**config.mk**
```make
export PLATFORM = sky130hd
export DESIGN_NAME = multi_slot_presence_debouncer_unit
export DESIGN_NICKNAME = d
export VERILOG_FILES = /design/src/rtl/msdb_pkg.sv /design/src/rtl/msdb_in_stage.sv /design/src/rtl/msdb_slot_core.sv /design/src/rtl/msdb_out_stage.sv /design/src/rtl/multi_slot_presence_debouncer_unit.sv
export SDC_FILE = /design/constraint.sdc
export NUM_CORES = 1
export LEC_CHECK = 0
export ABC_CLOCK_PERIOD_IN_PS = 4450
export BUFFER_PORTS_ARGS = -buffer_cell sky130_fd_sc_hd__buf_2
export CAP_MARGIN = 15
export CELL_PAD_IN_SITES_DETAIL_PLACEMENT = 1
export CELL_PAD_IN_SITES_GLOBAL_PLACEMENT = 2
export CORE_MARGIN = 10
export CORE_UTILIZATION = 40
export CTS_BUF_LIST = sky130_fd_sc_hd__clkbuf_16
export CTS_CLUSTER_SIZE = 16
export DETAILED_ROUTE_END_ITERATION = 6
export HOLD_SLACK_MARGIN = 0.06
export PLACE_DENSITY_LB_ADDON = 0.1
export SYNTH_ARGS = -nofsm -noshare
export SYNTH_HDL_FRONTEND = slang
export SYNTH_SLANG_ARGS = --single-unit
```
**constraint.sdc**
```tcl
create_clock -name clk -period 4.45 [get_ports clk]
set_input_delay 0.2225 -clock clk [delete_from_list [all_inputs] [get_ports clk]]
set_output_delay 0.2225 -clock clk [all_outputs]
set_load 0.05 [all_outputs]
```
**src/rtl/msdb_pkg.sv**
```systemverilog
// ----------------------------------------------------------------------------
// msdb_pkg
// Types and constants for the slot presence debouncer.
// ----------------------------------------------------------------------------
package msdb_pkg;

    localparam int SLOTS    = 8;
    localparam int SLOT_W   = 3;
    localparam int DET_W    = 2;
    localparam int CNT_W    = 4;
    localparam int RANGE_W  = 7;

    localparam logic [CNT_W-1:0] CNT_MAX    = 4'd15;
    localparam logic [CNT_W-1:0] THR_RESET  = 4'd3;

    localparam logic             CMD_POLL   = 1'b0;
    localparam logic             CMD_START  = 1'b1;

    localparam logic [DET_W-1:0] DET_ABSENT  = 2'd0;
    localparam logic [DET_W-1:0] DET_PRESENT = 2'd1;

    typedef struct packed {
        logic              cmd;
        logic [SLOT_W-1:0] slot;
        logic [DET_W-1:0]  det;
    } item_t;

    typedef struct packed {
        logic              event_valid;
        logic [SLOT_W-1:0] event_slot;
        logic              stable_now;
    } result_t;

endpackage

```
**src/rtl/msdb_in_stage.sv**
```systemverilog
// ----------------------------------------------------------------------------
// msdb_in_stage
// Input register: holds one accepted sample until the core consumes it.
// ----------------------------------------------------------------------------
module msdb_in_stage (
    input  logic           clk,
    input  logic           rst_n,
    input  logic           in_valid,
    output logic           in_ready,
    input  msdb_pkg::item_t in_item,
    output logic           item_valid,
    output msdb_pkg::item_t item,
    input  logic           item_take
);
    import msdb_pkg::*;

    logic  valid_reg;
    logic  valid_next;
    item_t item_reg;

    // Free when empty or when the held beat moves on this cycle.
    assign in_ready   = !valid_reg || item_take;
    assign valid_next = (in_valid && in_ready) || (valid_reg && !item_take);

    always_ff @(posedge clk or negedge rst_n)
    begin
        if (!rst_n)
        begin
            valid_reg <= 1'b0;
        end
        else
        begin
            valid_reg <= valid_next;
        end
    end

    always_ff @(posedge clk)
    begin
        if (in_valid && in_ready)
        begin
            item_reg <= in_item;
        end
    end

    assign item_valid = valid_reg;
    assign item       = item_reg;

endmodule

```
**src/rtl/msdb_slot_core.sv**
```systemverilog
// ----------------------------------------------------------------------------
// msdb_slot_core
// Per-slot debounce state and its read-modify-write update.
// ----------------------------------------------------------------------------
module msdb_slot_core (
    input  logic                          clk,
    input  logic                          rst_n,
    input  logic                          fire,
    input  msdb_pkg::item_t               item,
    input  logic [msdb_pkg::CNT_W-1:0]    threshold,
    output msdb_pkg::result_t             result
);
    import msdb_pkg::*;

    logic             stable_reg [SLOTS];
    logic             pend_reg   [SLOTS];
    logic [CNT_W-1:0] cnt_reg    [SLOTS];

    logic             in_range;
    logic             known;
    logic             det_bit;
    logic             cur_stable;
    logic             cur_pend;
    logic [CNT_W-1:0] cur_cnt;
    logic [CNT_W-1:0] thr_eff;
    logic [CNT_W-1:0] cnt_step;
    logic             stable_next;
    logic             pend_next;
    logic [CNT_W-1:0] cnt_next;
    logic             ev;

    assign in_range   = ({{(RANGE_W-SLOT_W){1'b0}}, item.slot} < RANGE_W'(SLOTS));
    assign known      = (item.det == DET_ABSENT) || (item.det == DET_PRESENT);
    assign det_bit    = item.det[0];
    assign cur_stable = stable_reg[item.slot];
    assign cur_pend   = pend_reg[item.slot];
    assign cur_cnt    = cnt_reg[item.slot];
    // a zero threshold acts as one
    assign thr_eff    = (threshold == '0) ? CNT_W'(1) : threshold;

    always_comb
    begin
        stable_next = cur_stable;
        pend_next   = cur_pend;
        cnt_next    = cur_cnt;
        cnt_step    = cur_cnt;
        ev          = 1'b0;
        case (item.cmd)
            CMD_START:
            begin
                stable_next = (item.det == DET_PRESENT);
                ev          = stable_next;
            end
            CMD_POLL:
            begin
                if (!known || det_bit == cur_stable)
                begin
                    cnt_next = '0;
                end
                else
                begin
                    if (det_bit == cur_pend)
                    begin
                        cnt_step = (cur_cnt == CNT_MAX) ? CNT_MAX : cur_cnt + CNT_W'(1);
                    end
                    else
                    begin
                        pend_next = det_bit;
                        cnt_step  = CNT_W'(1);
                    end
                    if (cnt_step >= thr_eff)
                    begin
                        stable_next = det_bit;
                        cnt_next    = '0;
                        ev          = 1'b1;
                    end
                    else
                    begin
                        cnt_next = cnt_step;
                    end
                end
            end
            default:
            begin
                cnt_next = cur_cnt;
            end
        endcase
    end

    always_ff @(posedge clk or negedge rst_n)
    begin
        if (!rst_n)
        begin
            for (int i = 0; i < SLOTS; i++)
            begin
                stable_reg[i] <= 1'b0;
                pend_reg[i]   <= 1'b0;
                cnt_reg[i]    <= '0;
            end
        end
        else if (fire && in_range)
        begin
            stable_reg[item.slot] <= stable_next;
            pend_reg[item.slot]   <= pend_next;
            cnt_reg[item.slot]    <= cnt_next;
        end
    end

    assign result.event_valid = in_range && ev;
    assign result.event_slot  = item.slot;
    assign result.stable_now  = in_range && stable_next;

endmodule

```
**src/rtl/msdb_out_stage.sv**
```systemverilog
// ----------------------------------------------------------------------------
// msdb_out_stage
// Result register: holds one result beat until the receiver takes it.
// ----------------------------------------------------------------------------
module msdb_out_stage (
    input  logic              clk,
    input  logic              rst_n,
    input  logic              load,
    input  msdb_pkg::result_t result,
    output logic              can_load,
    output logic              out_valid,
    input  logic              out_ready,
    output msdb_pkg::result_t out_result
);
    import msdb_pkg::*;

    logic    valid_reg;
    logic    valid_next;
    result_t result_reg;

    assign can_load   = !valid_reg || out_ready;
    assign valid_next = load || (valid_reg && !out_ready);

    always_ff @(posedge clk or negedge rst_n)
    begin
        if (!rst_n)
        begin
            valid_reg <= 1'b0;
        end
        else
        begin
            valid_reg <= valid_next;
        end
    end

    always_ff @(posedge clk)
    begin
        if (load)
        begin
            result_reg <= result;
        end
    end

    assign out_valid  = valid_reg;
    assign out_result = result_reg;

endmodule

```
**src/rtl/multi_slot_presence_debouncer_unit.sv**
```systemverilog
// ----------------------------------------------------------------------------
// multi_slot_presence_debouncer_unit
// Debounces presence detect samples for eight module slots.
// ----------------------------------------------------------------------------
// Input channel (in_valid/in_ready): one beat is a sample, cmd, slot_index and
// detect_value. A poll sample is debounced against the slot's stable state; a
// start sample loads the stable state directly.
// Output channel (out_valid/out_ready): one result beat per input beat, in
// order: event_valid, event_slot and stable_now.
// Config channel (cfg_valid/cfg_ready): writes debounce_threshold; always
// ready. Write it only while no sample is in flight.
// Pipeline: a sample accepted into the input register moves on to the result
// register when that register can load. Throughput: one sample per cycle
// while out_ready is high, set by the read-modify-write of the per-slot state
// between the input register and the result register.
// Reset: all slots absent, counters clear, threshold 3, both registers empty.
// Receiver stall: the result register holds its beat; the input register
// holds one more sample, after which in_ready drops until out_ready returns.
// ----------------------------------------------------------------------------
module multi_slot_presence_debouncer_unit (
    input  logic                          clk,
    input  logic                          rst_n,
    input  logic                          in_valid,
    output logic                          in_ready,
    input  logic                          cmd,
    input  logic [msdb_pkg::SLOT_W-1:0]   slot_index,
    input  logic [msdb_pkg::DET_W-1:0]    detect_value,
    output logic                          out_valid,
    input  logic                          out_ready,
    output logic                          event_valid,
    output logic [msdb_pkg::SLOT_W-1:0]   event_slot,
    output logic                          stable_now,
    input  logic                          cfg_valid,
    output logic                          cfg_ready,
    input  logic [msdb_pkg::CNT_W-1:0]    debounce_threshold
);
    import msdb_pkg::*;

    logic [CNT_W-1:0] thr_reg;
    item_t            in_item;
    item_t            item;
    logic             item_valid;
    logic             can_load;
    logic             fire;
    result_t          result;
    result_t          out_result;

    assign cfg_ready = 1'b1;

    always_ff @(posedge clk or negedge rst_n)
    begin
        if (!rst_n)
        begin
            thr_reg <= THR_RESET;
        end
        else if (cfg_valid && cfg_ready)
        begin
            thr_reg <= debounce_threshold;
        end
    end

    assign in_item.cmd  = cmd;
    assign in_item.slot = slot_index;
    assign in_item.det  = detect_value;

    // slot state is updated in the same cycle the beat moves to the result
    assign fire = item_valid && can_load;

    msdb_in_stage u_in (
        .clk        (clk),
        .rst_n      (rst_n),
        .in_valid   (in_valid),
        .in_ready   (in_ready),
        .in_item    (in_item),
        .item_valid (item_valid),
        .item       (item),
        .item_take  (fire)
    );

    msdb_slot_core u_core (
        .clk       (clk),
        .rst_n     (rst_n),
        .fire      (fire),
        .item      (item),
        .threshold (thr_reg),
        .result    (result)
    );

    msdb_out_stage u_out (
        .clk        (clk),
        .rst_n      (rst_n),
        .load       (fire),
        .result     (result),
        .can_load   (can_load),
        .out_valid  (out_valid),
        .out_ready  (out_ready),
        .out_result (out_result)
    );

    assign event_valid = out_result.event_valid;
    assign event_slot  = out_result.event_slot;
    assign stable_now  = out_result.stable_now;

endmodule

```
==> impl_metrics.py, run 1 <==
metrics = {
    "status": {
        "status": "finished clean",
    },
    "clock_network": {
        "clk_pin_slew_worst_paths_ns": 0.06,
        "htreeDepth": 3,
        "clkSinkCount": 65,
        "cts_tree": "built",
        "insertion_delay_ns": 0.34,
        "root_buffer": "clkbuf_16",
        "clk_path_buf_depth": 2,
        "cts_buffers": 9,
    },
    "place": {
        "dp_hpwl_mm": 6.96,
        "io_buffer_count": 21,
        "gp_congestion": 0.825,
        "dp_slack_ns": 0.0784,
    },
    "critical_path": {
        "r2r_cells": 19,
        "worstSetupStartpointType": "flop",
        "path_max_fanout": 8,
        "cp_cell_sequence": "buf_4 -> mux2_2 -> a22o_1 -> a21oi_2 -> nand2_1 -> ha_2 -> nand4b_1 -> nand2_1 -> a21oi_1 -> and2_1 -> ha_1 -> nand2b_1 -> a2111oi_2 -> buf_4 -> o21a_1 -> nor4b_4 -> buf_4 -> o32ai_4 -> o31ai_1",
        "max_stage_delay_ns": 0.49,
        "rrSetupSlack_ns": 0.34,
        "critPathKind": "reg2reg",
        "reg2reg_from": "u_in.item[3]$_DFFE_PP_",
        "worstPathArrival_ns": 4.35,
        "worstSetupStartpoint": "u_in.item[3]$_DFFE_PP_",
        "worstReg2RegEnd": "u_core.cnt_reg[7]$_DFFE_PN0P_",
        "end_kind": "flop",
        "worstPathRequired_ns": 4.69,
        "critPathMostFrequentCell": "buf_4",
        "worst_path_max_delay_cell": "edfxtp_1",
    },
    "detailed_routing": {
        "drc": 0,
        "drt_wl_total_mm": 9.58,
        "final_antenna_net_count": 0,
        "vias": 2577,
        "first_pass_iters": 4,
        "drtIter0Drc": 90,
        "wl_per_cell_um": 20.4,
        "vias_per_cell": 5.48,
    },
    "synthesis": {
        "synthMuxAreaShare": 0.143,
        "synth_area_leaders": "dfrtp_1, edfxtp_1, mux2_2, nor2_1, mux4_2",
        "synth_nets": 345,
        "synth.top_cell.area_share": 0.381,
        "synthSimpleGateAreaFrac": 0.177,
        "yosys_most_used_dff": "dfrtp_1",
        "syn_inst": 325,
        "syn_area_per_cell_um2": 10.5,
        "synth_warnings": 0,
        "synth-seq-cells": 65,
        "yosys.area.top_type": "dfrtp_1",
        "synth_cell_types": 52,
        "synth-compound-area-share": 0.142,
        "synth_top_family_by_area": "simple AND/OR/NAND/NOR gates",
        "synthArstFlopShare": 0.831,
        "synth_area_um2": 3420,
        "synthAdderAreaFrac": 0.0183,
        "synthXorXnorAreaFrac": 0,
        "ys_seq_area_frac": 0.492,
        "synth_edf_count": 11,
    },
    "layout": {
        "areaGrowthSynthToFinish_pct": 19.2,
        "drive_above_1_share": 0.277,
        "largest_reg_flops": 32,
        "nets": 380,
        "insertedDiodeCount": 0,
        "fillers": 895,
    },
    "floorplan": {
        "core_area_um2": 8260,
        "io_pins": 23,
        "initial_utilization": 0.414,
        "row_count": 33,
        "die_w_um": 112,
        "die_h_um": 112,
        "dieArea_um2": 12600,
    },
    "power": {
        "pwr-share-seq": 0.406,
        "power.switching_uw": 607,
        "peakVddDrop_uv": 256,
        "power_density_nw_per_um2": 486,
        "p_sw_frac": 0.306,
        "internal_power_uw": 1380,
        "leakagePower_uw": 0.00173,
        "combPwrFrac": 0.236,
        "clockPowerShare": 0.358,
    },
    "grt": {
        "grt_pass1_vias": 2742,
        "overflow": 0,
        "grt_use_total": 0.156,
        "grt_pass1_wl_mm": 15.6,
        "antenna_found_initial": 0,
        "grt_max_degree": 55,
    },
    "min_path": {
        "hold_end": "u_in.item[0]$_DFFE_PP_",
        "hold_path_class": "in2reg",
        "hold_depth": 1,
        "hp-start": "detect_value[0]",
    },
    "sta": {
        "finalSetupViolations": 0,
        "maxSlewHeadroom": 0.492,
        "post-route-period-util": 0.925,
        "clock.fmax_ghz": 0.243,
        "final_max_slew_viol_count": 0,
        "worst_slew_pin_slew_ns": 0.758,
        "rsz0062_at_grt": "no",
        "final.min_clock_period_ns": 4.11,
        "setup_ws_ns": 0.336,
        "timing.hold.ws_ns": 0.0747,
        "setup_tns_ns": 0,
        "hold_viol": 0,
        "finClkSkew_ns": 0.0103,
    },
    "run": {
        "max_cap_viol_count": 0,
    },
}
[repair_timing]
item / 4_1_cts / 5_1_grt
endpoints found under the hold margin: 19 / 0
buffers inserted: 0 / 2
gates resized for setup: 0 / 14
hold buffers: 4 / 0
setup endpoints to repair: 0 / 41
[power groups by stage]
stage	Clock (uW)	Combinational [uW]	Sequential [uW]
5_1_grt	747	523	823
4_1_cts	721	459	804
2_1_floorplan	0	315	805
6_report	709	469	805
3_3_place_gp	0	437	808
3_5_place_dp	0	451	814
[cell families after synthesis]
logic type      count (synthesis)
other cells                     1
simple gates                  127
buf+inv                        18
fa+ha+maj                       5
compound gates                 71
flops                          65
mux                            38
[cells in the mapped netlist (2+ instances only)]
cell type  number
buf_1           2
o22ai_1         3
o21ai_0        15
nor2b_1         4
nor3_1          3
a21oi_1        21
mux2_2         27
edfxtp_1       11
ha_1            5
inv_1           7
nand2b_1        8
o21a_1          5
and2_1          6
dfrtp_1        52
o31ai_1         9
mux4_2          6
a221oi_1        2
a22o_1          2
nand3b_1        5
dfstp_2         2
nor2_1         55
buf_2           5
or2_2           2
buf_4           2
mux2i_1         5
nand3_1         2
nand2_1        33
o31ai_2         2
[worst max-delay path: cells and delay by family, from the launching register on]
kind	cells	cell delay, ns
fa+ha+maj	2	0.45
simple gates	6	0.80
compound gates	7	1.44
mux	1	0.32
flops	1	0.49
buf+inv	3	0.52
[cell type report]
| class | instances | area, um^2 | share of cell area |
|---|---|---|---|
| Multi-Input combinational cell | 242 | 1700 | 0.417 |
| Timing Repair Buffer | 35 | 240 | 0.0589 |
| Clock buffer | 9 | 225 | 0.0552 |
| Clock inverter | 7 | 71.3 | 0.0175 |
| Inverter | 7 | 26.3 | 0.00644 |
| Sequential cell | 65 | 1680 | 0.413 |
| Tap cell | 105 | 131 | 0.0322 |
[cells in the final DEF (no fill, tap or decap), drive strengths merged, types with 2 or more instances in the layout]
cell         count
a21oi           21
nand2b           8
clkinvlp         2
mux2i            5
edfxtp          11
and2             6
mux4             6
ha               5
or2              3
clkbuf           9
dfstp            2
a221oi           2
nand2           33
dfrtp           52
mux2            27
nor2            55
nand3b           5
nor2b            4
a22o             2
dlygate4sd3      4
clkinv           4
o21a             5
o31ai           11
inv              7
nand3            2
o22ai            4
buf             31
nor3             4
o21ai           16
[stage by stage]
step	utilization	std cells	total power, uW	cell area, um^2
floorplan	-	325	1120	3420
global placement	0.444	448	1250	3670
CTS	0.485	468	1980	4000
global route	0.494	470	2090	4080
detailed placement	0.444	448	1260	3670
finish	0.494	470	1980	4080
[per-layer routing]
layer  vias to the layer above  share of wire  GRT usage
met3                        12          0.032     0.0325
li1                       1235              -          -
met2                        33           0.49      0.256
met4                         0          0.019     0.0567
met1                      1297           0.46      0.197
met5                         -              0          0
[how the worst max path moves through the flow]
stage                     depth (start not counted)                              to
final                                            19   u_core.cnt_reg[7]$_DFFE_PN0P_
after global routing                             18  u_core.cnt_reg[23]$_DFFE_PN0P_
after CTS                                        18  u_core.cnt_reg[14]$_DFFE_PN0P_
after detailed placement                         18  u_core.cnt_reg[14]$_DFFE_PN0P_
after global placement                           18  u_core.cnt_reg[18]$_DFFE_PN0P_
after floorplan                                  17  u_core.cnt_reg[11]$_DFFE_PN0P_
Note: power is estimated with default switching activity, not from simulation.
==> run 2, diff against run 1 <==
--- a/config.mk
+++ b/config.mk
@@ -19,4 +19,5 @@
 export PLACE_DENSITY_LB_ADDON = 0.1
 export SYNTH_ARGS = -nofsm -noshare
 export SYNTH_HDL_FRONTEND = slang
+export SYNTH_HIERARCHICAL = 1
 export SYNTH_SLANG_ARGS = --single-unit
==> run 2 against run 1 <==
  * Clock power is 11% lower
  * Non-clock buffer count down 7
  * Sequential share of layout area up 2.1 points
  * First-iteration DRC count rose by 21%
  * Synthesized cell count shrank 0.62%
  * Sequential cell count stayed put
  * Area after synthesis up 0.73%
  * Power is 21% higher
  * Worst setup slack gained 0.097 ns
  * Critical path type unchanged
  * Largest cell class is now sequential cells
==> impl_metrics.py, run 2 <==
metrics = {
    "synthesis": {
        "synth_top_family_by_area": "compound AO/OA/AOI/OAI gates",
        "synth_area_um2": 3440,
        "yosys_most_used_dff": "dfrtp_1",
        "synth-seq-cells": 65,
        "synthXorXnorAreaFrac": 0.00726,
        "synthAdderAreaFrac": 0.0182,
        "synth_nets": 343,
        "synth_area_leaders": "dfrtp_1, edfxtp_1, nor2_1, a21oi_1, nand2_1",
        "ys_seq_area_frac": 0.489,
        "synthSimpleGateAreaFrac": 0.143,
        "synth.top_cell.area_share": 0.378,
        "syn_area_per_cell_um2": 10.7,
        "synth_warnings": 6,
        "synth_cell_types": 62,
        "synth-compound-area-share": 0.205,
        "synth_edf_count": 11,
        "synthArstFlopShare": 0.831,
        "yosys-top-cells-count": "dfrtp_1, nor2_1, nand2_1",
        "synth.most_common_cell": "dfrtp_1",
        "syn_inst": 323,
        "yosys.area.top_type": "dfrtp_1",
        "synthMuxAreaShare": 0.0901,
    },
    "place": {
        "place_area_um2": 3610,
        "dp.cells": 433,
        "io_buffer_count": 21,
        "dp_hpwl_mm": 6.07,
        "dp_slack_ns": 0.486,
        "gp_congestion": 0.754,
    },
    "sta": {
        "setup_tns_ns": 0,
        "maxSlewHeadroom": 0.333,
        "worst_slew_pin_slew_ns": 0.997,
        "post-route-period-util": 0.903,
        "final_max_slew_viol_count": 0,
        "hold_viol": 0,
        "finalSetupViolations": 0,
        "final.min_clock_period_ns": 4.02,
        "clock.fmax_ghz": 0.249,
        "setup_ws_ns": 0.433,
        "rsz0062_at_grt": "no",
        "finClkSkew_ns": 0.0116,
    },
    "critical_path": {
        "worstPathRequired_ns": 4.52,
        "critPathMostFrequentCell": "inv_1",
        "rrSetupSlack_ns": 0.43,
        "reg2reg_from": "u_in/item[2]$_DFFE_PP_",
        "worst_path_max_delay_cell": "mux4_1",
        "cp_cell_sequence": "mux4_1 -> a211oi_2 -> inv_1 -> ha_1 -> inv_1 -> nand3_1 -> nand2_1 -> nor2_1 -> ha_1 -> o21a_1 -> o2bb2ai_1 -> nor2b_1 -> o32a_1 -> inv_1",
        "r2r_cells": 14,
        "path_max_fanout": 9,
        "worstSetupStartpointType": "flop",
        "end_kind": "flop",
        "max_stage_delay_ns": 0.64,
        "worstReg2RegEnd": "u_out/out_result[0]$_DFFE_PP_",
        "critPathKind": "reg2reg",
        "worstPathArrival_ns": 4.09,
    },
    "clock_network": {
        "clkSinkCount": 65,
        "cts_buffers": 9,
        "htreeDepth": 3,
        "root_buffer": "clkbuf_16",
        "insertion_delay_ns": 0.33,
        "postCtsSetupBuffers": 0,
        "clk_path_buf_depth": 2,
        "cts_tree": "built",
        "clk_pin_slew_worst_paths_ns": 0.05,
    },
    "layout": {
        "areaGrowthSynthToFinish_pct": 12.7,
        "final_common_cell": "dfrtp_1",
        "insertedDiodeCount": 0,
        "final_cell_area_um2": 3880,
        "final_cell_mix": "dfrtp_1, nor2_1, nand2_1",
        "largest_reg_flops": 32,
        "stdcell_count": 450,
        "drive_above_1_share": 0.243,
        "nets": 360,
    },
    "detailed_routing": {
        "final_antenna_net_count": 0,
        "wl_per_cell_um": 19.6,
        "drt_wl_total_mm": 8.83,
        "vias": 2470,
        "first_pass_iters": 4,
        "drtIter0Drc": 109,
        "drc": 0,
        "vias_per_cell": 5.49,
    },
    "floorplan": {
        "die_w_um": 113,
        "die_h_um": 113,
        "row_count": 33,
        "initial_utilization": 0.415,
        "io_pins": 23,
        "core_area_um2": 8300,
        "dieArea_um2": 12700,
    },
    "grt": {
        "grt_max_degree": 55,
        "grt_pass1_wl_mm": 14.5,
        "met1_usage": 0.189,
        "busiest_layer": "met2",
        "grt_use_met2": 0.219,
        "antenna_found_initial": 0,
        "grt_pass1_vias": 2563,
        "overflow": 0,
        "grt_use_total": 0.143,
        "use_met3": 0.0370,
    },
    "power": {
        "p_sw_frac": 0.361,
        "combPwrFrac": 0.341,
        "peakVddDrop_uv": 240,
        "clockPowerShare": 0.263,
        "leakagePower_uw": 0.00167,
        "power.switching_uw": 863,
        "power_density_nw_per_um2": 616,
        "pwr-share-seq": 0.396,
        "internal_power_uw": 1530,
    },
    "status": {
        "status": "finished clean",
    },
    "min_path": {
        "hp-start": "slot_index[2]",
        "hold_depth": 1,
        "hold_end": "u_in/item[4]$_DFFE_PP_",
        "hold_path_class": "in2reg",
    },
    "run": {
        "max_cap_viol_count": 0,
    },
}
## run 2: changes by cell type after synthesis, sizes merged, moves of 4 or more
cell | before | now
mux2i | 5 | 10
nand3b | 5 | 0
clkbuf | 1 | 9
a21oi | 21 | 29
a22oi | 0 | 4
o21ai | 16 | 27
mux2 | 27 | 10
o31ai | 11 | 1
nor2 | 55 | 38
## run 2: power by group through the flow
stage	logic, uW	clock network [uW]	registers (uW)
3_5_place_dp	814	0	957
6_report	816	631	947
2_1_floorplan	623	0	943
3_3_place_gp	801	0	954
4_1_cts	821	652	948
5_1_grt	911	680	973
## run 2: logic make-up (layout without fill, tap and decap cells)
family                     Yosys count  in the layout
and+or+nand+nor                    104            104
muxes                               24             24
DFF                                 65             65
AOI/OAI and AO/OA                   91             91
other                                1              1
buffers and inverters               31             53
xor gates and xnor gates             2              2
adders and majority gates            5              5
## run 2: repair_timing
item / in CTS / in global routing
hold buffers: 1 / 0
endpoints found under the setup margin: 0 / 0
resized for setup: 0 / 0
endpoints found under the hold margin: 2 / 0
## run 2: worst max-delay path, delay by kind of cell (launching register included)
| family | cells | cell delay, ns |
|---|---|---|
| multiplexers | 1 | 0.64 |
| buffers and inverters | 3 | 0.28 |
| flip-flops | 1 | 0.56 |
| AO/OA/AOI/OAI | 4 | 1.21 |
| adder cells (fa/ha/maj) | 2 | 0.55 |
| AND/OR/NAND/NOR | 4 | 0.52 |
## run 2: worst max-delay path by stage
stage                                 startpoint                             to
after floorplan           u_in/item[2]$_DFFE_PP_  u_out/out_result[0]$_DFFE_PP_
final                     u_in/item[2]$_DFFE_PP_  u_out/out_result[0]$_DFFE_PP_
after CTS                 u_in/item[2]$_DFFE_PP_  u_out/out_result[0]$_DFFE_PP_
after global placement    u_in/item[2]$_DFFE_PP_  u_out/out_result[0]$_DFFE_PP_
after global routing      u_in/item[2]$_DFFE_PP_  u_out/out_result[0]$_DFFE_PP_
after detailed placement  u_in/item[2]$_DFFE_PP_  u_out/out_result[0]$_DFFE_PP_
## run 2: cell type report
class                   count  area, um^2
fillers                   921        4420
well taps                 105         131
repair buffers             28         173
clock buffers               9         225
flip-flops and latches     65        1680
inverters                   9        33.8
clock inverters             7        37.5
multi-input cells         227        1600
## run 2: through the flow
step / power, uW / hold WS [ns] / util
3_5_place_dp: 1770 / 0.401 / 0.435
4_1_cts: 2420 / 0.0619 / 0.468
2_1_floorplan: 1570 / -0.0731 / -
6_report: 2390 / 0.0767 / 0.468
3_3_place_gp: 1750 / 0.404 / 0.435
5_1_grt: 2560 / 0.0627 / 0.468
## run 2: metal layers
metal / wire, um / vias up
li1: - / 1188
met1: 4310 / 1237
met2: 4040 / 37
met3: 379 / 8
met4: 98 / 0
met5: 0 / -
